===== src/sv/urgb_pkg.sv =====
package urgb_pkg;

  localparam int COEF_FRAC_BITS_DEF = 16;

  localparam longint DEC_SCALE = 64'd10000000;

  localparam longint DEC_R_U = 64'd9267;
  localparam longint DEC_R_V = 64'd14016868;
  localparam longint DEC_G_U = 64'd3436954;
  localparam longint DEC_G_V = 64'd7141690;
  localparam longint DEC_B_U = 64'd17721604;
  localparam longint DEC_B_V = 64'd9902;

  localparam logic [8:0] CHROMA_MID = 9'd128;
  localparam logic [7:0] PIX_MAX    = 8'd255;

  localparam int IN_DATA_W  = 32;
  localparam int OUT_DATA_W = 48;

  // round to nearest, ties away from zero, at elaboration only
  function automatic longint fix_coef(input longint dec, input int frac);
    return ((dec << frac) + DEC_SCALE / 2) / DEC_SCALE;
  endfunction

endpackage


===== src/sv/urgb_mul.sv =====
module urgb_mul import urgb_pkg::*; #(
  parameter int COEF_FRAC_BITS = COEF_FRAC_BITS_DEF,
  parameter int PW             = COEF_FRAC_BITS + 12
) (
  input  logic                 clk,
  input  logic                 rst_n,
  input  logic                 in_valid,
  output logic                 in_ready,
  input  logic [7:0]           chroma_u,
  input  logic [7:0]           luma_first,
  input  logic [7:0]           chroma_v,
  input  logic [7:0]           luma_second,
  input  logic                 last_in,
  output logic                 out_valid,
  input  logic                 out_ready,
  output logic signed [PW-1:0] prod_ru,
  output logic signed [PW-1:0] prod_rv,
  output logic signed [PW-1:0] prod_gu,
  output logic signed [PW-1:0] prod_gv,
  output logic signed [PW-1:0] prod_bu,
  output logic signed [PW-1:0] prod_bv,
  output logic [7:0]           luma_first_o,
  output logic [7:0]           luma_second_o,
  output logic                 last_o
);

  localparam int CW = COEF_FRAC_BITS + 2;

  localparam logic [CW-1:0] K_R_U = CW'(fix_coef(DEC_R_U, COEF_FRAC_BITS));
  localparam logic [CW-1:0] K_R_V = CW'(fix_coef(DEC_R_V, COEF_FRAC_BITS));
  localparam logic [CW-1:0] K_G_U = CW'(fix_coef(DEC_G_U, COEF_FRAC_BITS));
  localparam logic [CW-1:0] K_G_V = CW'(fix_coef(DEC_G_V, COEF_FRAC_BITS));
  localparam logic [CW-1:0] K_B_U = CW'(fix_coef(DEC_B_U, COEF_FRAC_BITS));
  localparam logic [CW-1:0] K_B_V = CW'(fix_coef(DEC_B_V, COEF_FRAC_BITS));

  logic signed [CW:0]   kru_s, krv_s, kgu_s, kgv_s, kbu_s, kbv_s;
  logic signed [8:0]    du, dv;
  logic                 valid_r;
  logic signed [PW-1:0] p_ru_r, p_rv_r, p_gu_r, p_gv_r, p_bu_r, p_bv_r;
  logic signed [PW-1:0] p_ru_nxt, p_rv_nxt, p_gu_nxt, p_gv_nxt, p_bu_nxt, p_bv_nxt;
  logic [7:0]           y1_r, y2_r;
  logic                 last_r;

  assign kru_s = {1'b0, K_R_U};
  assign krv_s = {1'b0, K_R_V};
  assign kgu_s = {1'b0, K_G_U};
  assign kgv_s = {1'b0, K_G_V};
  assign kbu_s = {1'b0, K_B_U};
  assign kbv_s = {1'b0, K_B_V};

  assign du = signed'({1'b0, chroma_u} - CHROMA_MID);
  assign dv = signed'({1'b0, chroma_v} - CHROMA_MID);

  assign p_ru_nxt = PW'(kru_s) * PW'(du);
  assign p_rv_nxt = PW'(krv_s) * PW'(dv);
  assign p_gu_nxt = PW'(kgu_s) * PW'(du);
  assign p_gv_nxt = PW'(kgv_s) * PW'(dv);
  assign p_bu_nxt = PW'(kbu_s) * PW'(du);
  assign p_bv_nxt = PW'(kbv_s) * PW'(dv);

  assign in_ready = !valid_r || out_ready;

  always_ff @(posedge clk) begin
    if (!rst_n) begin
      valid_r <= 1'b0;
    end else if (in_ready) begin
      valid_r <= in_valid;
    end
  end

  always_ff @(posedge clk) begin
    if (in_valid && in_ready) begin
      p_ru_r <= p_ru_nxt;
      p_rv_r <= p_rv_nxt;
      p_gu_r <= p_gu_nxt;
      p_gv_r <= p_gv_nxt;
      p_bu_r <= p_bu_nxt;
      p_bv_r <= p_bv_nxt;
      y1_r   <= luma_first;
      y2_r   <= luma_second;
      last_r <= last_in;
    end
  end

  assign out_valid     = valid_r;
  assign prod_ru       = p_ru_r;
  assign prod_rv       = p_rv_r;
  assign prod_gu       = p_gu_r;
  assign prod_gv       = p_gv_r;
  assign prod_bu       = p_bu_r;
  assign prod_bv       = p_bv_r;
  assign luma_first_o  = y1_r;
  assign luma_second_o = y2_r;
  assign last_o        = last_r;

endmodule


===== src/sv/urgb_acc.sv =====
module urgb_acc import urgb_pkg::*; #(
  parameter int COEF_FRAC_BITS = COEF_FRAC_BITS_DEF,
  parameter int PW             = COEF_FRAC_BITS + 12
) (
  input  logic                 clk,
  input  logic                 rst_n,
  input  logic                 in_valid,
  output logic                 in_ready,
  input  logic signed [PW-1:0] prod_ru,
  input  logic signed [PW-1:0] prod_rv,
  input  logic signed [PW-1:0] prod_gu,
  input  logic signed [PW-1:0] prod_gv,
  input  logic signed [PW-1:0] prod_bu,
  input  logic signed [PW-1:0] prod_bv,
  input  logic [7:0]           luma_first,
  input  logic [7:0]           luma_second,
  input  logic                 last_in,
  output logic                 out_valid,
  input  logic                 out_ready,
  output logic signed [PW-1:0] sum_r1,
  output logic signed [PW-1:0] sum_g1,
  output logic signed [PW-1:0] sum_b1,
  output logic signed [PW-1:0] sum_r2,
  output logic signed [PW-1:0] sum_g2,
  output logic signed [PW-1:0] sum_b2,
  output logic                 last_o
);

  logic signed [PW-1:0] y1_s, y2_s, w_r, w_g, w_b;
  logic signed [PW-1:0] r1_nxt, g1_nxt, b1_nxt, r2_nxt, g2_nxt, b2_nxt;
  logic signed [PW-1:0] r1_r, g1_r, b1_r, r2_r, g2_r, b2_r;
  logic                 valid_r, last_r;

  assign y1_s = signed'(PW'(luma_first)  << COEF_FRAC_BITS);
  assign y2_s = signed'(PW'(luma_second) << COEF_FRAC_BITS);

  assign w_r = prod_rv - prod_ru;
  assign w_g = -prod_gu - prod_gv;
  assign w_b = prod_bu + prod_bv;

  assign r1_nxt = y1_s + w_r;
  assign g1_nxt = y1_s + w_g;
  assign b1_nxt = y1_s + w_b;
  assign r2_nxt = y2_s + w_r;
  assign g2_nxt = y2_s + w_g;
  assign b2_nxt = y2_s + w_b;

  assign in_ready = !valid_r || out_ready;

  always_ff @(posedge clk) begin
    if (!rst_n) begin
      valid_r <= 1'b0;
    end else if (in_ready) begin
      valid_r <= in_valid;
    end
  end

  always_ff @(posedge clk) begin
    if (in_valid && in_ready) begin
      r1_r   <= r1_nxt;
      g1_r   <= g1_nxt;
      b1_r   <= b1_nxt;
      r2_r   <= r2_nxt;
      g2_r   <= g2_nxt;
      b2_r   <= b2_nxt;
      last_r <= last_in;
    end
  end

  assign out_valid = valid_r;
  assign sum_r1    = r1_r;
  assign sum_g1    = g1_r;
  assign sum_b1    = b1_r;
  assign sum_r2    = r2_r;
  assign sum_g2    = g2_r;
  assign sum_b2    = b2_r;
  assign last_o    = last_r;

endmodule


===== src/sv/urgb_sat.sv =====
module urgb_sat import urgb_pkg::*; #(
  parameter int COEF_FRAC_BITS = COEF_FRAC_BITS_DEF,
  parameter int PW             = COEF_FRAC_BITS + 12
) (
  input  logic                  clk,
  input  logic                  rst_n,
  input  logic                  in_valid,
  output logic                  in_ready,
  input  logic signed [PW-1:0]  sum_r1,
  input  logic signed [PW-1:0]  sum_g1,
  input  logic signed [PW-1:0]  sum_b1,
  input  logic signed [PW-1:0]  sum_r2,
  input  logic signed [PW-1:0]  sum_g2,
  input  logic signed [PW-1:0]  sum_b2,
  input  logic                  last_in,
  output logic                  out_valid,
  input  logic                  out_ready,
  output logic [OUT_DATA_W-1:0] pix_data,
  output logic                  last_o
);

  localparam int IW = PW - COEF_FRAC_BITS;

  logic [OUT_DATA_W-1:0] data_r, data_nxt;
  logic                  valid_r, last_r;

  // floor by arithmetic shift, then clamp to 0..255
  function automatic logic [7:0] clamp(input logic signed [PW-1:0] s);
    logic [IW-1:0] whole;
    whole = s[PW-1:COEF_FRAC_BITS];
    if (whole[IW-1]) begin
      return 8'd0;
    end else if (|whole[IW-2:8]) begin
      return PIX_MAX;
    end else begin
      return whole[7:0];
    end
  endfunction

  assign data_nxt = {clamp(sum_b2), clamp(sum_g2), clamp(sum_r2),
                     clamp(sum_b1), clamp(sum_g1), clamp(sum_r1)};

  assign in_ready = !valid_r || out_ready;

  always_ff @(posedge clk) begin
    if (!rst_n) begin
      valid_r <= 1'b0;
    end else if (in_ready) begin
      valid_r <= in_valid;
    end
  end

  always_ff @(posedge clk) begin
    if (in_valid && in_ready) begin
      data_r <= data_nxt;
      last_r <= last_in;
    end
  end

  assign out_valid = valid_r;
  assign pix_data  = data_r;
  assign last_o    = last_r;

endmodule


===== src/sv/uyvy_to_rgb24_converter.sv =====
// UYVY 4:2:2 to RGB24 colour converter.
// Slave channel in_*: one UYVY macropixel per transaction, in_tdata carries
// U, Y0, V, Y1 from the lowest byte up; in_tlast marks the final macropixel.
// Master channel out_*: one transaction per macropixel with two RGB pixels,
// out_tdata carries R0, G0, B0, R1, G1, B1 from the lowest byte up; out_tlast
// repeats in_tlast of the same macropixel.
// Three register stages lie between input and output transaction: a multiplier
// stage (six chroma products shared by both pixels), an adder stage (luma
// plus weighted chroma) and a floor/clamp stage that is the output register.
// Throughput is one macropixel per cycle while out_tready is high; each stage holds one transaction.
// Reset clears every stage valid bit; no result is pending afterwards.
// When the receiver stalls, each stage holds its transaction while full and
// in_tready falls once all three stages are full; empty stages keep filling.
// COEF_FRAC_BITS sets the fractional precision of the colour coefficients.
module uyvy_to_rgb24_converter import urgb_pkg::*; #(
  parameter int COEF_FRAC_BITS = COEF_FRAC_BITS_DEF
) (
  input  logic                  clk,
  input  logic                  rst_n,
  input  logic                  in_tvalid,
  output logic                  in_tready,
  input  logic [IN_DATA_W-1:0]  in_tdata,   // chroma_u, luma_first, chroma_v, luma_second
  input  logic                  in_tlast,   // last_in
  output logic                  out_tvalid,
  input  logic                  out_tready,
  output logic [OUT_DATA_W-1:0] out_tdata,  // red_first, green_first, blue_first,
                                            // red_second, green_second, blue_second
  output logic                  out_tlast   // last_out
);

  localparam int PW = COEF_FRAC_BITS + 12;

  logic                 mul_valid, mul_ready, acc_valid, acc_ready;
  logic signed [PW-1:0] p_ru, p_rv, p_gu, p_gv, p_bu, p_bv;
  logic signed [PW-1:0] s_r1, s_g1, s_b1, s_r2, s_g2, s_b2;
  logic [7:0]           mul_y1, mul_y2;
  logic                 mul_last, acc_last;

  urgb_mul #(.COEF_FRAC_BITS(COEF_FRAC_BITS), .PW(PW)) u_mul (
    .clk          (clk),
    .rst_n        (rst_n),
    .in_valid     (in_tvalid),
    .in_ready     (in_tready),
    .chroma_u     (in_tdata[7:0]),
    .luma_first   (in_tdata[15:8]),
    .chroma_v     (in_tdata[23:16]),
    .luma_second  (in_tdata[31:24]),
    .last_in      (in_tlast),
    .out_valid    (mul_valid),
    .out_ready    (mul_ready),
    .prod_ru      (p_ru),
    .prod_rv      (p_rv),
    .prod_gu      (p_gu),
    .prod_gv      (p_gv),
    .prod_bu      (p_bu),
    .prod_bv      (p_bv),
    .luma_first_o (mul_y1),
    .luma_second_o(mul_y2),
    .last_o       (mul_last)
  );

  urgb_acc #(.COEF_FRAC_BITS(COEF_FRAC_BITS), .PW(PW)) u_acc (
    .clk        (clk),
    .rst_n      (rst_n),
    .in_valid   (mul_valid),
    .in_ready   (mul_ready),
    .prod_ru    (p_ru),
    .prod_rv    (p_rv),
    .prod_gu    (p_gu),
    .prod_gv    (p_gv),
    .prod_bu    (p_bu),
    .prod_bv    (p_bv),
    .luma_first (mul_y1),
    .luma_second(mul_y2),
    .last_in    (mul_last),
    .out_valid  (acc_valid),
    .out_ready  (acc_ready),
    .sum_r1     (s_r1),
    .sum_g1     (s_g1),
    .sum_b1     (s_b1),
    .sum_r2     (s_r2),
    .sum_g2     (s_g2),
    .sum_b2     (s_b2),
    .last_o     (acc_last)
  );

  urgb_sat #(.COEF_FRAC_BITS(COEF_FRAC_BITS), .PW(PW)) u_sat (
    .clk      (clk),
    .rst_n    (rst_n),
    .in_valid (acc_valid),
    .in_ready (acc_ready),
    .sum_r1   (s_r1),
    .sum_g1   (s_g1),
    .sum_b1   (s_b1),
    .sum_r2   (s_r2),
    .sum_g2   (s_g2),
    .sum_b2   (s_b2),
    .last_in  (acc_last),
    .out_valid(out_tvalid),
    .out_ready(out_tready),
    .pix_data (out_tdata),
    .last_o   (out_tlast)
  );

endmodule


===== config.mk =====
export PLATFORM = sky130hd
export DESIGN_NAME = uyvy_to_rgb24_converter
export DESIGN_NICKNAME = d
export VERILOG_FILES = /design/src/sv/urgb_pkg.sv /design/src/sv/urgb_mul.sv /design/src/sv/urgb_acc.sv /design/src/sv/urgb_sat.sv /design/src/sv/uyvy_to_rgb24_converter.sv
export SDC_FILE = /design/constraint.sdc
export NUM_CORES = 1
export LEC_CHECK = 0
export ABC_AREA = 0
export ABC_CLOCK_PERIOD_IN_PS = 11400
export BUFFER_PORTS_ARGS = -buffer_cell sky130_fd_sc_hd__buf_2
export CORE_MARGIN = 2
export CORE_UTILIZATION = 50
export CTS_BUF_LIST = sky130_fd_sc_hd__clkbuf_8
export CTS_CLUSTER_SIZE = 28
export DETAILED_ROUTE_END_ITERATION = 6
export PLACE_DENSITY = 0.7
export SYNTH_ARGS = -nofsm -noshare
export SYNTH_HDL_FRONTEND = slang
export SYNTH_SLANG_ARGS = --single-unit

===== constraint.sdc =====
create_clock -name clk -period 11.4 [get_ports clk]
set_input_delay 1.14 -clock clk [delete_from_list [all_inputs] [get_ports clk]]
set_output_delay 1.14 -clock clk [all_outputs]
set_load 0.01 [all_outputs]

==> results of run 1 <==
==> cell usage after synthesis, types with 9 or more instances <==
cell type / number
nor2b_1: 27
o21ai_0: 43
a31oi_1: 11
nand3_1: 29
xnor2_1: 114
nand2b_1: 9
o21bai_1: 31
fa_1: 145
a211oi_1: 9
a21oi_1: 114
a21o_1: 51
edfxtp_1: 261
nor2_1: 170
inv_1: 373
o21a_1: 20
ha_1: 439
nand2_1: 46
xor2_1: 50
or3_1: 10
nor3_1: 28
==> kinds of logic after synthesis <==
family | count (synthesis) | synth area share (%)
xor+xnor | 166 | 6.32
fa+ha+maj | 584 | 36.1
buf+inv | 387 | 6.25
flops | 264 | 34.0
compound gates | 345 | 9.91
mux | 6 | 0.285
simple gates | 361 | 7.17
==> worst max-delay path by stage <==
stage                                       end  depth (start not counted)   startpoint  slack (ns)
finish              u_mul.prod_bu[25]$_DFFE_PP_                         21  in_tdata[7]        4.69
global route        u_mul.prod_bu[25]$_DFFE_PP_                         21  in_tdata[7]        4.28
CTS                 u_mul.prod_bu[25]$_DFFE_PP_                         22  in_tdata[7]        4.75
detailed placement  u_mul.prod_bu[25]$_DFFE_PP_                         22  in_tdata[7]        4.09
global placement    u_mul.prod_bu[25]$_DFFE_PP_                         21  in_tdata[7]        4.26
floorplan                u_mul.last_o$_DFFE_PP_                          2   out_tready        2.51
==> stage by stage <==
stage                     util, %  setup slack [ns]  instance area, µm²
after floorplan                 -              2.51               23300
after global placement       52.9              4.26               24500
after detailed placement     52.9              4.09               24500
after CTS                    54.7              4.75               25300
after global routing         54.7              4.28               25300
final                        54.7              4.69               25300
==> flip-flops by register name (all words and copies together) (netlist names), 8 cells and up <==
name	cells
u_mul.prod_gv	19
u_mul.luma_first_o	8
u_acc.sum_g2	12
u_acc.sum_r2	12
u_mul.prod_bu	23
u_sat.pix_data	48
u_acc.sum_b1	12
u_mul.prod_ru	16
u_acc.sum_r1	12
u_mul.prod_gu	22
u_mul.prod_bv	17
u_acc.sum_b2	12
u_acc.sum_g1	12
u_mul.luma_second_o	8
u_mul.prod_rv	25
==> report_power, final <==
group / leakage [nW] / internal, mW / total [mW] / switching [mW]
Clock: 0.480 / 0.435 / 0.815 / 0.380
Sequential: 2.52 / 1.77 / 1.88 / 0.113
Combinational: 9.14 / 2.25 / 5.13 / 2.89
Total: 12.1 / 4.45 / 7.83 / 3.38
==> cells in the final DEF (no fill, tap or decap), types with 46 or more instances in the layout <==
master,n
a21o_1,51
a21oi_1,114
buf_2,87
clkbuf_8,48
edfxtp_1,261
fa_1,145
ha_1,439
inv_1,386
nand2_1,46
nor2_1,170
xnor2_1,114
xor2_1,50
==> cell type report <==
type / instances / area (µm²) / area share [%]
repair buffers: 92 / 473 / 1.87
clock inverters: 31 / 198 / 0.781
well taps: 607 / 759 / 3.00
diodes: 1 / 2.50 / 0.00988
inverters: 373 / 1400 / 5.53
multi-input cells: 1462 / 13900 / 55.0
clock buffers: 48 / 661 / 2.61
flip-flops and latches: 264 / 7900 / 31.2
==> metal layers <==
metal / wire length, µm / up-vias / track usage, %
met4: 1140 / 0 / 6.11
li1: - / 7534 / -
met3: 1910 / 61 / 3.12
met1: 21500 / 7225 / 26.6
met2: 23400 / 276 / 36.6
met5: 0 / - / 0
==> critical path: stages <==
cell	delay, ns
buf_2	0.47
inv_1	0.56
ha_1	0.56
inv_1	0.17
ha_1	0.31
inv_1	0.05
fa_1	0.53
inv_1	0.06
fa_1	0.48
ha_1	0.31
ha_1	0.34
nor2b_1	0.14
o21ai_0	0.22
a21boi_0	0.15
o21ai_0	0.26
a21oi_1	0.13
o21a_1	0.22
o31ai_1	0.33
a31oi_1	0.20
or4_1	0.42
nand3_1	0.09
==> results.md, run 1 <==
* Worst setup EP type: register
* Slew Limit Fails at 0
* DIE WIDTH at 220 µm
* Shortest period the worst path allows at 6.71 ns
* Routed wire length at 47900 µm
* Non-filler instance count after layout at 2878
* Most used DFF post-synth: edfxtp_1
* Peak Freq at 149 MHz
* Core area at 46300 µm²
* Full die area at 48200 µm²
* Setup TNS at 0 ns
* Worst hold path endpoint: u_sat.last_o$_DFFE_PP_
* Skew final at 0.0377 ns
* Clock root buffer: clkbuf_8
* EDFF count, synth at 261
* Top-area cell type share of the netlist area at 33.7%
* CTS tree: yes
* Post-route ant nets at 0
* Vias in the first global route at 15700
* Hold path start: u_acc.last_o$_DFFE_PP_
* Row count at 79
* Worst Hold Margin at 0.423 ns
* Global placer's final weighted congestion at 0.896
* Worst r2r dst: u_acc.sum_g1[26]$_DFFE_PP_
* CTS resizes at 0
* Final #Nets at 2859
* Leak pwr at 12.1 nW
* Syn_area_per_cell at 11.0 µm²
* Worst reg2reg path depth at 21
* Slew margin rel. at 40.8%
* Antenna violations before repair at 0
* Placed wire-length estimate at 39500 µm
* Startpoint types: input port
* Worst Path Max Fanout at 18
* Die height at 220 µm
* Synth-to-layout area growth at 8.92%
* Fillers at 3992
* MaxCap Viol Count at 0
* Hold path cells at 0
* Unrepaired setup endpoints after global routing: false
* Register area share after synthesis at 34.0%
* Mapped Area at 23300 µm²
* I/O pin total at 88
* H-tree depth at 2
* Outcome: complete, no violations
* Synth Register Bits at 264
* Final hold vios at 0
* Tcrit/Tclk final at 58.8%
* WL/cell at 16.6 µm
* Via density at 5.25
* Share of cells above drive strength 1 at 8.02%
* Setup Crit Path Kind: input port to register
* CTS Hold Bufs at 0
* Reg2reg setup slack at 6.63 ns
* Residual DRC at 0
* First-pass GRT wire length at 78600 µm
* Design Power at 7.83 mW
* Asr flop ratio synth at 0%
* Grt ovf at 0
* Initial DRC count at 597
* Synth area leaders: edfxtp_1, ha_1, fa_1
* # clock sinks at 264
* Critical Path AT at 7.17 ns
* Yosys warnings at 0
* Setup Viol. Count Final at 0
* DRT Pass-1 Iters at 4
* Yosys cell types at 73
* Synth area leader: edfxtp_1
* Placed cell count at 2798
* Peak supply drop at 0.000156 V
* Port Buffer Count at 87
* Max Root-Sink Buffers at 3
* Tightest Pin Transition at 0.888 ns
* Power per Cell Area at 309 nW/µm²
* Starting Density at 50.3%
* Reg-to-Reg Start: u_mul.prod_rv[2]$_DFFE_PP_
* Syn Nets at 2734
* Worst-Skew Late Latency at 0.60 ns
* Hold crit path type: register to register
* Inserted Clock Buffers at 45
* Req. time, crit path at 11.87 ns
* Vias at 15100
* Largest net degree at the start of global routing at 74
* Clock-pin slew on the worst setup and hold paths at 0.07 ns
* GRT Total Usage at 20.8%
* Cell count after synthesis at 2113
* # Post-CTS Setup Buffers at 0
(Power assumes the default switching activity.)
==> run 2: changes to the inputs <==
--- a/config.mk
+++ b/config.mk
@@ -6,7 +6,7 @@
 export NUM_CORES = 1
 export LEC_CHECK = 0
 export ABC_AREA = 0
-export ABC_CLOCK_PERIOD_IN_PS = 11400
+export ABC_CLOCK_PERIOD_IN_PS = 6300
 export BUFFER_PORTS_ARGS = -buffer_cell sky130_fd_sc_hd__buf_2
 export CORE_MARGIN = 2
 export CORE_UTILIZATION = 50
==> constraint.sdc (replaced) <==
create_clock -name clk -period 6.3 [get_ports clk]
set_input_delay 0.63 -clock clk [delete_from_list [all_inputs] [get_ports clk]]
set_output_delay 0.63 -clock clk [all_outputs]
set_load 0.01 [all_outputs]
==> run 2 against run 1 <==
  * Hold slack got worse by 0.21 ns
  * Combinational power increased by 81%
  * Flip-flop and latch count unchanged
  * Register-to-register slack got worse by 5.2 ns
  * Die area unchanged
  * Critical endpoint unchanged
  * Wire length increased by 2.3%
  * Critical path type unchanged
  * Via count increased by 1.5%
==> results.md, run 2 (synthesis gave the netlist of run 1 again) <==
* Outcome: complete, no violations
* # Post-CTS Setup Buffers at 0
* First-pass GRT wire length at 78700 µm
* Setup TNS at 0 ns
* Core area at 46300 µm²
* Worst reg2reg path depth at 21
* Req. time, crit path at 6.76 ns
* Placed cell count at 2814
* CTS resizes at 0
* Shortest period the worst path allows at 5.72 ns
* Clk network pwr share at 11.2%
* Inserted Clock Buffers at 45
* Final hold vios at 0
* Initial DRC count at 711
* Reg2reg setup slack at 1.47 ns
* Peak supply drop at 0.000333 V
* Die height at 220 µm
* Power per Cell Area at 559 nW/µm²
* Placed wire-length estimate at 40300 µm
* Setup Crit Path Kind: input port to register
* Via density at 5.29
* Vias at 15300
* Final cell utilization of the core at 55.2%
* DRT Pass-1 Iters at 5
* Post-route ant nets at 0
* Slew Limit Fails at 0
* Row count at 79
* Share of cells above drive strength 1 at 8.91%
* CTS tree: yes
* Port Buffer Count at 87
* MaxCap Viol Count at 0
* Antenna violations before repair at 0
* Worst setup EP type: register
* Global placer's final weighted congestion at 0.950
* Non-filler instance count after layout at 2897
* Clock root buffer: clkbuf_8
* Worst Hold Margin at 0.210 ns
* WL/cell at 16.9 µm
* Commonest non-fill, non-tap cells in the layout: ha_1, inv_1, edfxtp_1, nor2_1, fa_1
* Largest net degree at the start of global routing at 140
* Gate power share at 65.0%
* Final #Nets at 2875
* DIE WIDTH at 220 µm
* Setup Viol. Count Final at 0
* Tightest Pin Transition at 0.892 ns
* Place WS at 0.111 ns
* Grt ovf at 0
* Max FFs per register at 48
* Clock-pin slew on the worst setup and hold paths at 0.06 ns
* Flop pwr share at 23.8%
* I/O pin total at 88
* Internal power at 8.17 mW
* Routed wire length at 49000 µm
* Critical Path AT at 6.18 ns
* Max Root-Sink Buffers at 3
* Hold path cells at 1
* Starting Density at 50.3%
* Slew margin rel. at 40.6%
* Final WS setup at 0.584 ns
* Vias in the first global route at 15800
* Hold crit path type: input port to register
* H-tree depth at 2
* Leak pwr at 12.3 nW
* Synth-to-layout area growth at 9.85%
* Residual DRC at 0
* Tcrit/Tclk final at 90.7%
* Worst-Skew Late Latency at 0.60 ns
* Full die area at 48200 µm²
* NetSw at 6.09 mW
* Skew final at 0.0325 ns
* GRT Total Usage at 21.0%
* Unrepaired setup endpoints after global routing: false
* Startpoint types: input port
* # clock sinks at 264
* N_diodes at 0
* CTS Hold Bufs at 0
* Most common cell after layout, fill and taps aside: ha_1
* Fillers at 3968
* Worst Path Max Fanout at 6
* Peak Freq at 175 MHz
* Switching part of the total at 42.7%
## run 2: cell count changes in the layout (fill, tap and decap cells not counted), moves of 2 or more
cell       previous run  this run
buf_4                 5        20
bufinv_16             2         4
clkinv_1              9        11
clkinv_2              3         6
inv_1               386       382
## run 2: through the flow
stage                     power, mW  cell area [µm²]
after floorplan                10.6            23300
after global placement         12.4            24600
after detailed placement       12.6            24600
after CTS                      14.3            25500
after global routing           15.6            25500
final                          14.3            25500
## run 2: area by class of cell
type	instances	area, µm²	share of cell area (%)
inverter	373	1400	5.48
tap	607	759	2.97
clock buffer	49	674	2.64
timing repair buffer	108	606	2.37
clock inverter	34	269	1.05
multi-input combinational	1462	13900	54.6
sequential	264	7900	30.9
## run 2: routing by layer
metal	wire length (µm)	up-vias	global-route usage, %
li1	-	7550	-
met5	0	-	0
met4	1330	0	6.35
met3	2040	80	3.12
met1	21700	7389	26.4
met2	24000	298	37.1
## run 2: worst paths after layout
kind                               from                         endpoint
min                        in_tdata[15]  u_mul.luma_first_o[7]$_DFFE_PP_
max reg2reg  u_mul.prod_rv[4]$_DFFE_PP_       u_acc.sum_g1[26]$_DFFE_PP_
max                         in_tdata[1]      u_mul.prod_bu[25]$_DFFE_PP_
min reg2reg      u_mul.last_o$_DFFE_PP_           u_acc.last_o$_DFFE_PP_
## run 2: critical path, cell delays in order
cell	delay, ns
buf_2	0.16
inv_1	0.09
buf_4	0.17
ha_1	0.36
fa_1	0.52
fa_1	0.50
inv_1	0.06
fa_1	0.49
ha_1	0.30
ha_1	0.33
nor2b_1	0.14
o21ai_0	0.19
a21boi_0	0.16
o21ai_0	0.47
a21oi_1	0.19
o21a_1	0.26
o31ai_1	0.39
a31oi_1	0.24
or4_1	0.43
nand3_1	0.09
## run 2: power groups by stage
stage | sequential [mW] | combinational [mW] | clock, mW
after CTS | 3.41 | 9.29 | 1.64
after floorplan | 3.36 | 7.22 | 0
after global placement | 3.43 | 8.94 | 0
after detailed placement | 3.44 | 9.20 | 0
after global routing | 3.46 | 10.5 | 1.71
final | 3.40 | 9.27 | 1.60
==> run 3: changes to the inputs <==
--- a/config.mk
+++ b/config.mk
@@ -7,13 +7,14 @@
 export LEC_CHECK = 0
 export ABC_AREA = 0
 export ABC_CLOCK_PERIOD_IN_PS = 6300
-export BUFFER_PORTS_ARGS = -buffer_cell sky130_fd_sc_hd__buf_2
 export CORE_MARGIN = 2
 export CORE_UTILIZATION = 50
 export CTS_BUF_LIST = sky130_fd_sc_hd__clkbuf_8
 export CTS_CLUSTER_SIZE = 28
 export DETAILED_ROUTE_END_ITERATION = 6
-export PLACE_DENSITY = 0.7
+export DONT_BUFFER_PORTS = 1
+export PLACE_DENSITY = 0.68
+export RECOVER_POWER = 25
 export SYNTH_ARGS = -nofsm -noshare
 export SYNTH_HDL_FRONTEND = slang
 export SYNTH_SLANG_ARGS = --single-unit
==> run 3 against run 2 <==
  * Maximum frequency grew 3.8%
  * Non-clock buffer count shrank 100
  * Register-to-register slack gained 0.04 ns
  * Power grew 0.13%
  * Clock skew shrank 0.0077 ns
  * The flow now finishes with violations (max-capacitance violations, max-slew violations)
  * Clock-buffer cell count is the same
  * Setup slack gained 0.21 ns
  * Critical path depth shrank 1
  * Clock power grew 2%
  * Die area is the same
==> results.md, run 3 (synthesis gave the netlist of run 1 again) <==
* Outcome: finished with violations
* Violated checks: max-capacitance violations, max-slew violations
* Grt ovf at 0
* Global placer's final weighted congestion at 0.985
* Antenna violations before repair at 1
* Placed wire-length estimate at 40300 µm
* Worst Hold Margin at 0.117 ns
* Starting Density at 50.3%
* Final hold vios at 0
* Clk network pwr share at 11.5%
* H-tree depth at 2
* Worst reg2reg path depth at 21
* Hold path start: in_tdata[26]
* Flop pwr share at 24.0%
* Synth-to-layout area growth at 7.56%
* Unrepaired setup endpoints after global routing: false
* # Post-CTS Setup Buffers at 0
* Vias in the first global route at 15700
* Peak supply drop at 0.000312 V
* Full die area at 48200 µm²
* Residual DRC at 0
* Hold path cells at 0
* Critical Path AT at 5.98 ns
* Final cell utilization of the core at 54.1%
* Initial DRC count at 630
* Tightest Pin Transition at 2.50 ns
* First-pass GRT wire length at 79800 µm
* Worst-Skew Late Latency at 0.60 ns
* Skew final at 0.0247 ns
* CP bufs+invs at 3
* I/O pin total at 88
* Via density at 5.35
* Row count at 79
* Setup TNS at 0 ns
* Max Root-Sink Buffers at 3
* CTS tree: yes
* Peak Freq at 182 MHz
* Slew Limit Fails at 50
* CTS Hold Bufs at 0
* WL/cell at 17.5 µm
* Stages on worst setup path at 19
* Req. time, crit path at 6.77 ns
* Largest net degree at the start of global routing at 140
* Routed wire length at 48900 µm
* DRT Pass-1 Iters at 5
* CTS resizes at 0
* Startpoint types: input port
* Setup Crit Path Kind: input port to register
* Die height at 220 µm
* Reg-to-Reg Start: u_mul.prod_rv[2]$_DFFE_PP_
* Worst setup startpoint: in_tdata[1]
* Leak pwr at 11.8 nW
* Fillers at 4014
* # clock sinks at 264
* Clock-pin slew on the worst setup and hold paths at 0.06 ns
* Port Buffer Count at 0
* Max FFs per register at 48
* Power per Cell Area at 571 nW/µm²
* Internal power at 8.17 mW
* Final WS setup at 0.791 ns
* Top Family by Delay on Critical Path: adder cells
* Critical-path cell list: inv_1 -> clkbuf_1 -> ha_1 -> fa_1 -> fa_1 -> inv_1 -> fa_1 -> ha_1 -> ha_1 -> nor2b_1 -> o21ai_0 -> a21boi_0 -> o21ai_0 -> a21oi_1 -> o21a_1 -> o31ai_1 -> a31oi_1 -> or4_1 -> nand3_1
* Core area at 46300 µm²
* Worst path slowest cell: fa_1
* DIE WIDTH at 220 µm
* Switching part of the total at 42.8%
* Gate power share at 64.5%
* Vias at 15000
* Clock root buffer: clkbuf_8
* Setup Viol. Count Final at 0
* Worst setup EP type: register
* GRT Total Usage at 21.2%
* Inserted Clock Buffers at 48
* NetSw at 6.11 mW
* Worst Path Max Fanout at 6
* Post-route ant nets at 0
* Worst path max stage delay at 0.53 ns
* Hold crit path type: input port to register
* Share of cells above drive strength 1 at 4.43%
* MaxCap Viol Count at 1
* Slew margin rel. at -66.6%
* Tcrit/Tclk final at 87.4%
* N_diodes at 0
* Shortest period the worst path allows at 5.51 ns
* Most common cell after layout, fill and taps aside: ha_1
* Final #Nets at 2778
* Commonest non-fill, non-tap cells in the layout: ha_1, inv_1, edfxtp_1, nor2_1, fa_1
* Place WS at 0.250 ns
run 3: final timing paths:
check                                                   endpoint  slack, ns
worst max-delay path                 u_mul.prod_bu[25]$_DFFE_PP_       0.79
worst min-delay path            u_mul.luma_second_o[2]$_DFFE_PP_       0.12
worst max register to register        u_acc.sum_g1[26]$_DFFE_PP_       1.51
worst min register to register            u_sat.last_o$_DFFE_PP_       0.43
run 3: area by class of cell:
cell class | instances | area [µm²] | area share, %
clock buffers | 49 | 674 | 2.70
clock inverters | 34 | 284 | 1.14
inverters | 373 | 1400 | 5.60
multi-input cells | 1462 | 13900 | 55.7
flip-flops and latches | 264 | 7900 | 31.6
well taps | 607 | 759 | 3.04
repair buffers | 8 | 57.6 | 0.230
run 3: routing by layer:
metal  track usage [%]  wire length, µm
met1              26.5            21100
met5                 0               11
met4              7.00             1390
met2              37.4            24300
met3              3.46             2100
run 3: metrics by stage:
stage	instances	total power [mW]	cell area, µm²
after floorplan	2113	10.6	23300
after global placement	2714	12.4	24100
after detailed placement	2714	12.7	24100
after CTS	2797	14.4	25000
after global routing	2797	15.8	25000
final	2797	14.3	25000
run 3: power by group through the flow:
stage / sequential [mW] / clock, mW / combinational [mW]
2_1_floorplan: 3.36 / 0 / 7.22
3_3_place_gp: 3.45 / 0 / 8.94
3_5_place_dp: 3.47 / 0 / 9.19
4_1_cts: 3.43 / 1.70 / 9.27
5_1_grt: 3.48 / 1.77 / 10.5
6_report: 3.42 / 1.64 / 9.22
